### src/rtl/core/heading_turn_controller_core_defines.svh
// Assertion macros for the heading turn controller.
`ifndef HEADING_TURN_CONTROLLER_CORE_DEFINES_SVH
`define HEADING_TURN_CONTROLLER_CORE_DEFINES_SVH

// same-cycle implication, sampled on clk, quiet during reset
`define HTC_ASSERT_NOW(lbl, ante, cons, msg) \
	lbl: assert property (@(posedge clk) disable iff (!arst_n) (ante) |-> (cons)) \
		else $error(msg);

// next-cycle implication, sampled on clk, quiet during reset
`define HTC_ASSERT_NEXT(lbl, ante, cons, msg) \
	lbl: assert property (@(posedge clk) disable iff (!arst_n) (ante) |=> (cons)) \
		else $error(msg);

`endif

### src/rtl/core/htc_pkg.sv
`timescale 1ns / 1ps

package htc_pkg;

	localparam int unsigned FULL_TURN = 360;
	localparam int unsigned HALF_TURN = FULL_TURN / 2;

	localparam int HEAD_W   = 9;
	localparam int TARGET_W = 16;
	localparam int ERR_W    = 8;
	localparam int SPEED_W  = 6;
	localparam int ACT_W    = 2;

	localparam int IN_DATA_W  = 32;
	localparam int OUT_DATA_W = 24;

	// request kinds
	localparam logic REQ_START  = 1'b0;
	localparam logic REQ_SAMPLE = 1'b1;

	// motor commands
	localparam logic [ACT_W-1:0] ACT_IDLE  = 2'd0;
	localparam logic [ACT_W-1:0] ACT_TURN  = 2'd1;
	localparam logic [ACT_W-1:0] ACT_BRAKE = 2'd2;

	localparam logic [ERR_W-1:0]   DEADBAND  = 8'd3;
	localparam logic [ERR_W-1:0]   SAT_ERR   = 8'd62;   // first error whose speed exceeds max
	localparam logic [SPEED_W-1:0] SPEED_MIN = 6'd12;
	localparam logic [SPEED_W-1:0] SPEED_MAX = 6'd50;

	// err*38/60 as (err * 38 * 2185) >> 17, exact for err below SAT_ERR
	localparam int SPD_SHIFT = 17;
	localparam int SPD_PROD_W = 25;
	localparam logic [SPD_PROD_W-1:0] SPD_RECIP = 25'd83030;

	// target wrap: add a multiple of 360 to make it non-negative, then
	// floor(u/360) ~ (u * 2912) >> 20, low by at most one
	localparam int WRAP_U_W     = 17;
	localparam int WRAP_PROD_W  = 29;
	localparam int WRAP_SHIFT   = 20;
	localparam int WRAP_Q_W     = 8;
	localparam logic [17:0] WRAP_OFFSET = 18'd33120;

endpackage

### src/rtl/core/htc_goal_wrap.sv
`timescale 1ns / 1ps

module htc_goal_wrap
	import htc_pkg::*;
(
	input  logic signed [TARGET_W-1:0] target,
	output logic        [HEAD_W-1:0]   goal
);

	logic [17:0]            u_ext;
	logic [WRAP_U_W-1:0]    u;
	logic [WRAP_PROD_W-1:0] u_w;
	logic [WRAP_PROD_W-1:0] prod;
	logic [WRAP_Q_W-1:0]    q;
	logic [WRAP_U_W-1:0]    q_w;
	logic [WRAP_U_W-1:0]    qm;
	logic [WRAP_U_W-1:0]    diff;
	logic [9:0]             r;
	logic [9:0]             r_sub;

	assign u_ext = {{2{target[TARGET_W-1]}}, target} + WRAP_OFFSET;
	assign u     = u_ext[WRAP_U_W-1:0];
	assign u_w   = {{(WRAP_PROD_W-WRAP_U_W){1'b0}}, u};

	// u * 2912
	assign prod = (u_w << 11) + (u_w << 9) + (u_w << 8) + (u_w << 6) + (u_w << 5);
	assign q    = prod[WRAP_SHIFT+WRAP_Q_W-1:WRAP_SHIFT];

	// q * 360
	assign q_w  = {{(WRAP_U_W-WRAP_Q_W){1'b0}}, q};
	assign qm   = (q_w << 8) + (q_w << 6) + (q_w << 5) + (q_w << 3);
	assign diff = u - qm;
	assign r    = diff[9:0];

	assign r_sub = r - 10'(FULL_TURN);
	assign goal  = (r >= 10'(FULL_TURN)) ? r_sub[HEAD_W-1:0] : r[HEAD_W-1:0];

endmodule

### src/rtl/core/heading_turn_controller_core.sv
`timescale 1ns / 1ps
`include "heading_turn_controller_core_defines.svh"

// Heading turn controller. Takes one item per clock, back to back, while the
// result register is not stalled, and returns exactly one result item per input
// item, in order, through the input register and then the result register. The
// target is reduced modulo 360 in front of the input register; error, direction
// and speed are worked out between the two registers. The goal and direction
// are updated as a start passes into the result register and the active flag as
// each item does, so a sample straight after a start sees the new goal. A stalled
// result register still lets the input register take one more item.
module heading_turn_controller_core
	import htc_pkg::*;
(
	input  logic                  clk,
	input  logic                  arst_n,

	input  logic                  s_axis_tvalid,
	output logic                  s_axis_tready,
	// [15:0] target_heading, [24:16] current_heading, [31:25] zero
	input  logic [IN_DATA_W-1:0]  s_axis_tdata,
	// [0] req_type
	input  logic                  s_axis_tuser,

	output logic                  m_axis_tvalid,
	input  logic                  m_axis_tready,
	// [1:0] motor_action, [2] turn_right, [8:3] turn_speed,
	// [16:9] heading_error, [23:17] zero
	output logic [OUT_DATA_W-1:0] m_axis_tdata
);

	logic              in_acc;
	logic              adv;
	logic              out_free;
	logic [HEAD_W-1:0] goal_in;

	logic              valid_s1;
	logic              kind_s1;
	logic [HEAD_W-1:0] goal_s1;
	logic [HEAD_W-1:0] cur_s1;

	logic              out_valid_q;
	logic [ACT_W-1:0]  action_q;
	logic              right_out_q;
	logic [SPEED_W-1:0] speed_q;
	logic [ERR_W-1:0]  err_q;

	logic [HEAD_W-1:0] goal_q;
	logic              right_q;
	logic              active_q;

	logic              is_start;
	logic [HEAD_W-1:0] goal_eff;
	logic [HEAD_W:0]   diff_gc;
	logic [HEAD_W-1:0] dist_abs;
	logic [HEAD_W+1:0] diff_wrap;
	logic [HEAD_W-1:0] dist_wrap;
	logic [ERR_W-1:0]  err;
	logic [HEAD_W:0]   cur_plus;
	logic [HEAD_W-1:0] cur_minus;
	logic              right_new;
	logic              right_eff;
	logic              active_eff;
	logic              far;
	logic [SPD_PROD_W-1:0] spd_prod;
	logic [SPEED_W-1:0] spd_lin;
	logic [SPEED_W-1:0] speed;
	logic [ACT_W-1:0]  action;

	htc_goal_wrap u_goal_wrap (
		.target (s_axis_tdata[TARGET_W-1:0]),
		.goal   (goal_in)
	);

	assign out_free      = !out_valid_q || m_axis_tready;
	assign adv           = valid_s1 && out_free;
	assign s_axis_tready = !valid_s1 || out_free;
	assign in_acc        = s_axis_tvalid && s_axis_tready;

	// wrap-aware error against the goal in force for this item
	assign is_start  = (kind_s1 == REQ_START);
	assign goal_eff  = is_start ? goal_s1 : goal_q;
	assign diff_gc   = {1'b0, goal_eff} - {1'b0, cur_s1};
	assign dist_abs  = diff_gc[HEAD_W] ? HEAD_W'(-diff_gc) : diff_gc[HEAD_W-1:0];
	assign diff_wrap = {2'b00, dist_abs} - (HEAD_W+2)'(FULL_TURN);
	assign dist_wrap = diff_wrap[HEAD_W+1] ? HEAD_W'(-diff_wrap) : diff_wrap[HEAD_W-1:0];
	assign err       = (dist_abs < dist_wrap) ? dist_abs[ERR_W-1:0] : dist_wrap[ERR_W-1:0];

	// shorter way from current to goal, decided on start only
	assign cur_plus  = {1'b0, cur_s1} + (HEAD_W+1)'(HALF_TURN);
	assign cur_minus = cur_s1 - HEAD_W'(HALF_TURN);
	always_comb begin
		if (cur_plus > (HEAD_W+1)'(FULL_TURN)) begin
			right_new = (goal_s1 >= cur_s1) || (goal_s1 < cur_minus);
		end else begin
			right_new = (goal_s1 >= cur_s1) && ({1'b0, goal_s1} <= cur_plus);
		end
	end
	assign right_eff  = is_start ? right_new : right_q;
	assign active_eff = is_start || active_q;

	assign far      = (err > DEADBAND);
	assign spd_prod = {{(SPD_PROD_W-ERR_W){1'b0}}, err} * SPD_RECIP;
	assign spd_lin  = spd_prod[SPD_SHIFT+SPEED_W-1:SPD_SHIFT] + SPEED_MIN;

	always_comb begin
		action = ACT_IDLE;
		speed  = '0;
		if (active_eff) begin
			if (far) begin
				action = ACT_TURN;
				speed  = (err >= SAT_ERR) ? SPEED_MAX : spd_lin;
			end else begin
				action = ACT_BRAKE;
			end
		end
	end

	always_ff @(posedge clk or negedge arst_n) begin
		if (!arst_n) begin
			valid_s1    <= 1'b0;
			out_valid_q <= 1'b0;
			goal_q      <= '0;
			right_q     <= 1'b0;
			active_q    <= 1'b0;
		end else begin
			if (in_acc) begin
				valid_s1 <= 1'b1;
			end else if (adv) begin
				valid_s1 <= 1'b0;
			end
			if (adv) begin
				out_valid_q <= 1'b1;
			end else if (m_axis_tready) begin
				out_valid_q <= 1'b0;
			end
			if (adv) begin
				if (is_start) begin
					goal_q  <= goal_s1;
					right_q <= right_new;
				end
				active_q <= active_eff && far;
			end
		end
	end

	always_ff @(posedge clk) begin
		if (in_acc) begin
			kind_s1 <= s_axis_tuser;
			goal_s1 <= goal_in;
			cur_s1  <= s_axis_tdata[TARGET_W+HEAD_W-1:TARGET_W];
		end
		if (adv) begin
			action_q    <= action;
			right_out_q <= right_eff;
			speed_q     <= speed;
			err_q       <= err;
		end
	end

	assign m_axis_tvalid = out_valid_q;
	assign m_axis_tdata  = {{(OUT_DATA_W-ACT_W-1-SPEED_W-ERR_W){1'b0}},
		err_q, speed_q, right_out_q, action_q};

	`HTC_ASSERT_NOW(a_turn_speed_range, out_valid_q && action_q == ACT_TURN,
		speed_q >= SPEED_MIN && speed_q <= SPEED_MAX, "turn speed out of range")
	`HTC_ASSERT_NOW(a_no_speed_unless_turn, out_valid_q && action_q != ACT_TURN,
		speed_q == '0, "speed without a turn command")
	`HTC_ASSERT_NOW(a_err_range, out_valid_q, err_q <= ERR_W'(HALF_TURN),
		"heading error above half turn")
	`HTC_ASSERT_NEXT(a_brake_disarms, adv && action == ACT_BRAKE, !active_q,
		"control still armed after brake")
	`HTC_ASSERT_NOW(a_goal_in_range, 1'b1, goal_q < HEAD_W'(FULL_TURN),
		"stored goal outside a full turn")

endmodule
### config.mk
export PLATFORM = sky130hd
export DESIGN_NAME = heading_turn_controller_core
export DESIGN_NICKNAME = d
export VERILOG_FILES = /design/src/rtl/core/htc_pkg.sv /design/src/rtl/core/htc_goal_wrap.sv /design/src/rtl/core/heading_turn_controller_core.sv
export VERILOG_INCLUDE_DIRS = /design/src /design/src/rtl/core
export SDC_FILE = /design/constraint.sdc
export NUM_CORES = 1
export LEC_CHECK = 0
export ABC_AREA = 1
export BUFFER_PORTS_ARGS = -buffer_cell sky130_fd_sc_hd__buf_2
export CELL_PAD_IN_SITES_DETAIL_PLACEMENT = 0
export CELL_PAD_IN_SITES_GLOBAL_PLACEMENT = 2
export CORE_UTILIZATION = 38
export DETAILED_ROUTE_END_ITERATION = 8
export GPL_ROUTABILITY_DRIVEN = 0
export PLACE_DENSITY_LB_ADDON = 0.1
export SYNTH_ARGS = -nofsm -noshare
export SYNTH_HDL_FRONTEND = slang
export SYNTH_SLANG_ARGS = --single-unit
export TNS_END_PERCENT = 20
### constraint.sdc
create_clock -name clk -period 11.6 [get_ports clk]
set_input_delay 2.32 -clock clk [delete_from_list [all_inputs] [get_ports clk]]
set_output_delay 2.32 -clock clk [all_outputs]
set_load 0.05 [all_outputs]
; Word-level counts from Yosys, hierarchy flattened
; Cells that the tools add are included.
[classes]
addsub = 17
n_mul = 1
order_cmp = 8
mux = 13
bitwise = 3
reduce_logical = 14
[op_table]
columns = operator, count
row1 = 2-to-1 mux 9 bit, 4
row2 = adder 10 bit, 3
row3 = adder 27 x 22 -> 27 bit, 1
row4 = adder 27 x 23 -> 27 bit, 1
row5 = adder 27 x 25 -> 27 bit, 1
row6 = adder 27 x 26 -> 27 bit, 1
row7 = "multiplier 8 x 16 -> 22 bit, second input constant", 1
row8 = less-than comparator 9 bit, 2
row9 = negator 9 bit, 2
row10 = "adder 16 x 17 -> 17 bit, second input constant", 1
row11 = "adder 9 x 8 -> 10 bit, second input constant", 1
row12 = "greater-or-equal comparator 10 x 9 -> 1 bit, second input constant", 1
row13 = "> comparator 10 x 9 -> 1 bit, second input constant", 1
row14 = <= comparator 9 x 10 -> 1 bit, 1
row15 = subtractor 10 bit, 1
row16 = subtractor 9 x 9 -> 10 bit, 1
row17 = "subtractor 9 x 9 -> 10 bit, second input constant", 1
row18 = greater-or-equal comparator 9 bit, 1
row19 = "subtractor 9 x 8 -> 9 bit, second input constant", 1
row20 = "subtractor 9 bit, second input constant", 1
row21 = "greater-or-equal comparator 8 x 6 -> 1 bit, second input constant", 1
row22 = "> comparator 8 x 2 -> 1 bit, second input constant", 1
row23 = 2-to-1 mux 8 bit, 1
row24 = "adder 6 x 4 -> 6 bit, second input constant", 1
row25 = 10 further kinds, 25
[totals]
reg_bits = 49
inputBits = 37
wordCells = 69

; Depth between registers and ports, before layout
[depth]
depth_word = 12
ltp_mapped = 59
depth_no_buf = 58

; Modules after synthesis
; A second synthesis with hierarchy kept.
[unflattened]
hier_cells = 1215
hier_area_um2 = 9236.4
[by_module_without_submodules]
columns = module, instances, cells_each, area_each_um2, seq_area_each_um2
row1 = heading_turn_controller_core, 1, 713, 5865.6, 1406.3
row2 = htc_goal_wrap, 1, 502, 3370.7, 0.0

; Worst setup path after synthesis
; Ideal clock, no wire load.
[synth_path]
path_kind = input -> register
start = input s_axis_tdata[5]
end = register goal_s1[3], data pin
setup_time_ns = 0.270
t_arrival_ns = 9.114
slack_ns = 2.215
path_stages = 31
n_path_buf = 0
cell_sequence = inv_1 > ha_1 > xnor2_1 > inv_1 > fa_1 > inv_1 > fa_1 > fa_1 > ha_1 > nand2_1 > inv_1 > o21ai_0 > a21oi_1 > nor2_1 > o21ai_0 > a21oi_1 > o21bai_1 > xor2_1 > inv_1 > fa_1 > inv_1 > fa_1 > inv_1 > fa_1 > ha_1 > nand2_1 > or2_2 > o311ai_0 > nand3b_1 > nand3_1 > xor2_1
[synth_between]
elab_chain_cells = 11
elab_cells_between_ends = 12
[synth_rtl]
columns = element, line_no
row1 = "start, declared", heading_turn_controller_core.sv:21  ; input logic [IN_DATA_W-1:0] s_axis_tdata,
row2 = adder 16 x 17 -> 17 bit (*), htc_goal_wrap.sv:21  ; assign u_ext = {{2{target[TARGET_W-1]}}, target} + WRAP_OFFSET;
row3 = adder 27 x 26 -> 27 bit, htc_goal_wrap.sv:26  ; assign prod = (u_w << 11) + (u_w << 9) + (u_w << 8) + (u_w << 6) + (u_w << 5);
row4 = adder 27 x 25 -> 27 bit, htc_goal_wrap.sv:26
row5 = adder 27 x 23 -> 27 bit, htc_goal_wrap.sv:26
row6 = adder 27 x 22 -> 27 bit, htc_goal_wrap.sv:26
row7 = adder 10 bit (3 in series), htc_goal_wrap.sv:31  ; assign qm = (q_w << 8) + (q_w << 6) + (q_w << 5) + (q_w << 3);
row8 = subtractor 10 bit (*), htc_goal_wrap.sv:32  ; assign diff = u - qm;
row9 = greater-or-equal comparator 10 x 9 -> 1 bit, htc_goal_wrap.sv:36  ; assign goal = (r >= 10'(FULL_TURN)) ? r_sub[HEAD_W-1:0] : r[HEAD_W-1:0];
row10 = 2-to-1 mux 9 bit (*), htc_goal_wrap.sv:36
row11 = net goal_in[3], heading_turn_controller_core.sv:35  ; logic [HEAD_W-1:0] goal_in;
row12 = "end signal, assigned", heading_turn_controller_core.sv:150  ; goal_s1 <= goal_in;
row13 = "end, declared", heading_turn_controller_core.sv:39  ; logic [HEAD_W-1:0] goal_s1;
; Mark *: on every way through the listed nets, which the timed path passes. The rest lies on a longest branch.
; A chain may end at the register's enable or synchronous reset.

; Final worst setup path
; Same ends and word-level chain as after synthesis.

==> results.toml <==
[place]
dp_hpwl_um = 16200
dp.cells = 1346
portBuffers = 48

[clock_network]
cts_resized = 0
cts_root_buf = "clkbuf_16"
cts_tree = "yes"
cts_buffers = 5
post_cts_buffers = 0
clockBufferDepth = 2
clk_pin_slew_worst_paths_ns = 0.07
cts_num_sinks = 49
htreeDepth = 2
hold_buffers = 0
insertion_delay_ns = 0.30

[worst_setup_path]
path_class = "input port to flip-flop"
cp_num_buf_inv = 6
start_kind = "input port"
max_stage_delay_ns = 0.55
crit_family = "adder cells"
worstPathRequired_ns = 11.64
rrSetupSlack_ns = 1.92
crit_arrival_ns = 9.85
path_max_fanout = 10
reg2reg_to = "speed_q[4]"
r2r_cells = 53
r2r_start = "kind_s1"
cpMaxStageDelayCell = "fa_1"
end_kind = "flip-flop"

[drt]
wl_um = 18300
avgViaCountPerCell = 4.73
firstDrtPassIters = 4
drc = 0
ant_nets = 0
num_vias = 6405
drt_iter0_drc = 267
wl_per_cell_um = 13.5

[floorplan]
io_pins = 63
start_util = 0.393
rows = 53
dieArea_sq_um = 22600
core-area_sq_um = 21300
die_w_um = 150
die_h_um = 150

[sta]
fin_skew_ns = 0.00312
setup_viol = 0
whs_ns = 0.483
rsz0062_at_grt = "false"
period_needed_ns = 9.81
hold_violations = 0
slew_viol_final = 0
tightest_slew_ns = 1.13
finalSetupTns_ns = 0
relSlewSlack = 0.239
clock.fmax_mhz = 102
fin_crit_sh = 0.846

[layout]
nNetsFinal = 1329
layout-drive-gt1-share = 0.115
instances_no_fill = 1355
area_delta_synth_final_pct = 8.32
fill_cells = 2222

[grt]
antenna_found_initial = 1
grt_pass1_wl_um = 31000
grt_start_max_net_pins = 36
grt-ovfl-total = 0
track_usage = 0.175
first_global_vias = 6295

[yosys]
netlist_instances = 1026
async_reset_ff_frac = 0.265
yosysWarnings = 0
synth_seq_area_share = 0.168
synth_ff_type = "edfxtp_1"
avgSynthCellArea_sq_um = 8.15
ys_seq_elements = 49
synth_edf_count = 36
syn_area_sq_um = 8370
synth.distinct_cells = 51

[hold_path]
hold_end = "goal_q[1]"
worstHoldStart = "goal_q[1]"
worstHoldPathCells = 2
hold_class = "flip-flop to flip-flop"

[job]
maxCapViolCount = 0

[status]
status = "complete, no violations"
==> cell families (layout without fill, tap and decap cells) <==
logic type,after synthesis,count (layout),share of synthesized area
flops,49,49,0.168
fa+ha+maj,214,214,0.372
simple gates,353,353,0.195
other cells,1,8,0.000448
xor+xnor,54,54,0.0565
buf+inv,199,246,0.0941
compound gates,156,156,0.114
==> sequential cells by signal (all words and copies together), names as in the netlist <==
register and count:
goal_q 9, m_axis_tvalid 1, action_q 2, speed_q 6
kind_s1 1, err_q 8, cur_s1 9, valid_s1 1
active_q 1, right_q 1, goal_s1 9, right_out_q 1
==> metal layers <==
layer	track usage	up-vias	share of wire	wire length, um
met5	0	-	0	0
met4	0.0258	0	0.0057	104
met3	0.0270	7	0.029	529
met2	0.287	54	0.45	8250
met1	0.245	2883	0.51	9370
li1	-	3461	-	-
==> cells in the mapped netlist, drive strengths merged (2+ instances only) <==
library cell | instances | area share
inv | 186 | 0.084
o211ai | 3 | 0.0027
nor4 | 2 | 0.0015
or2 | 10 | 0.0075
a21oi | 49 | 0.032
dfrtp | 13 | 0.039
a21o | 7 | 0.0063
o211a | 2 | 0.0024
clkbuf | 2 | 0.00090
nand4 | 13 | 0.0097
o21bai | 6 | 0.0054
o21a | 11 | 0.0099
and2 | 2 | 0.0015
nand3 | 51 | 0.037
ha | 156 | 0.23
o31ai | 4 | 0.0036
a31o | 2 | 0.0021
xor2 | 38 | 0.040
nor3 | 7 | 0.0042
clkinv | 2 | 0.00090
a31oi | 4 | 0.0030
a211oi | 3 | 0.0027
o21ai | 61 | 0.040
nor2 | 40 | 0.019
buf | 9 | 0.0085
nand3b | 5 | 0.0045
edfxtp | 36 | 0.13
nand2 | 221 | 0.11
fa | 58 | 0.14
xnor2 | 16 | 0.017
==> worst max-delay path by stage <==
stage / start / to / cells after the start
after floorplan: s_axis_tdata[5] / goal_s1[3] / 31
after global placement: s_axis_tdata[5] / goal_s1[3] / 31
after detailed placement: s_axis_tdata[5] / goal_s1[3] / 31
after CTS: s_axis_tdata[5] / goal_s1[3] / 31
after global routing: s_axis_tdata[5] / goal_s1[8] / 32
final: s_axis_tdata[5] / goal_s1[3] / 32
==> placed cells by master, fill, tap and decap left out, types with 3 or more instances in the layout <==
cell type | synthesis | final
nand2_1 | 200 | 200
inv_1 | 172 | 172
ha_1 | 156 | 156
fa_1 | 58 | 58
o21ai_0 | 54 | 54
buf_2 | 0 | 48
a21oi_1 | 46 | 46
nand3_1 | 42 | 42
xor2_1 | 38 | 38
nor2_1 | 37 | 37
edfxtp_1 | 36 | 36
nand2_2 | 16 | 16
xnor2_1 | 16 | 16
inv_2 | 13 | 13
nand4_1 | 13 | 13
dfrtp_1 | 13 | 13
o21a_1 | 11 | 11
or2_2 | 9 | 9
nand3_2 | 8 | 8
a21o_1 | 7 | 7
nor3_1 | 7 | 7
conb_1 | 1 | 7
o21bai_1 | 6 | 6
nand2_4 | 5 | 5
nand3b_1 | 5 | 5
clkbuf_16 | 0 | 5
o31ai_1 | 4 | 4
a31oi_1 | 4 | 4
nor2_2 | 3 | 3
o211ai_1 | 3 | 3
o21ai_1 | 3 | 3
a211oi_1 | 3 | 3
==> through the flow <==
step / cell area, sq um / setup slack (ns) / util
global placement: 8910 / 1.30 / 0.419
CTS: 9060 / 1.63 / 0.426
detailed placement: 8910 / 1.30 / 0.419
global route: 9060 / 1.04 / 0.426
finish: 9060 / 1.79 / 0.426
floorplan: 8390 / 2.22 / -
==> worst register-to-register path, delay by kind of cell (launching register included) <==
family / cells / cell delay (ns)
AOI/OAI and AO/OA: 11 / 2.16
xor gates and xnor gates: 1 / 0.18
adders and majority gates: 10 / 3.33
DFF: 1 / 0.56
and+or+nand+nor: 22 / 2.15
buffers and inverters: 9 / 1.12
==> cell type report <==
| class | count | area (sq um) | area share |
|---|---|---|---|
| Antenna cell | 1 | 2.50 | 0.000276 |
| Timing Repair Buffer | 50 | 255 | 0.0282 |
| Sequential cell | 49 | 1410 | 0.155 |
| Inverter | 188 | 708 | 0.0782 |
| Clock buffer | 5 | 125 | 0.0138 |
| Tap cell | 275 | 344 | 0.0380 |
| Clock inverter | 3 | 25.0 | 0.00276 |
| Multi-Input combinational cell | 784 | 6190 | 0.684 |
Power is left out: the tool's default activity adds up to more than one toggle a clock period on the data nets, which glitch-free logic cannot reach.
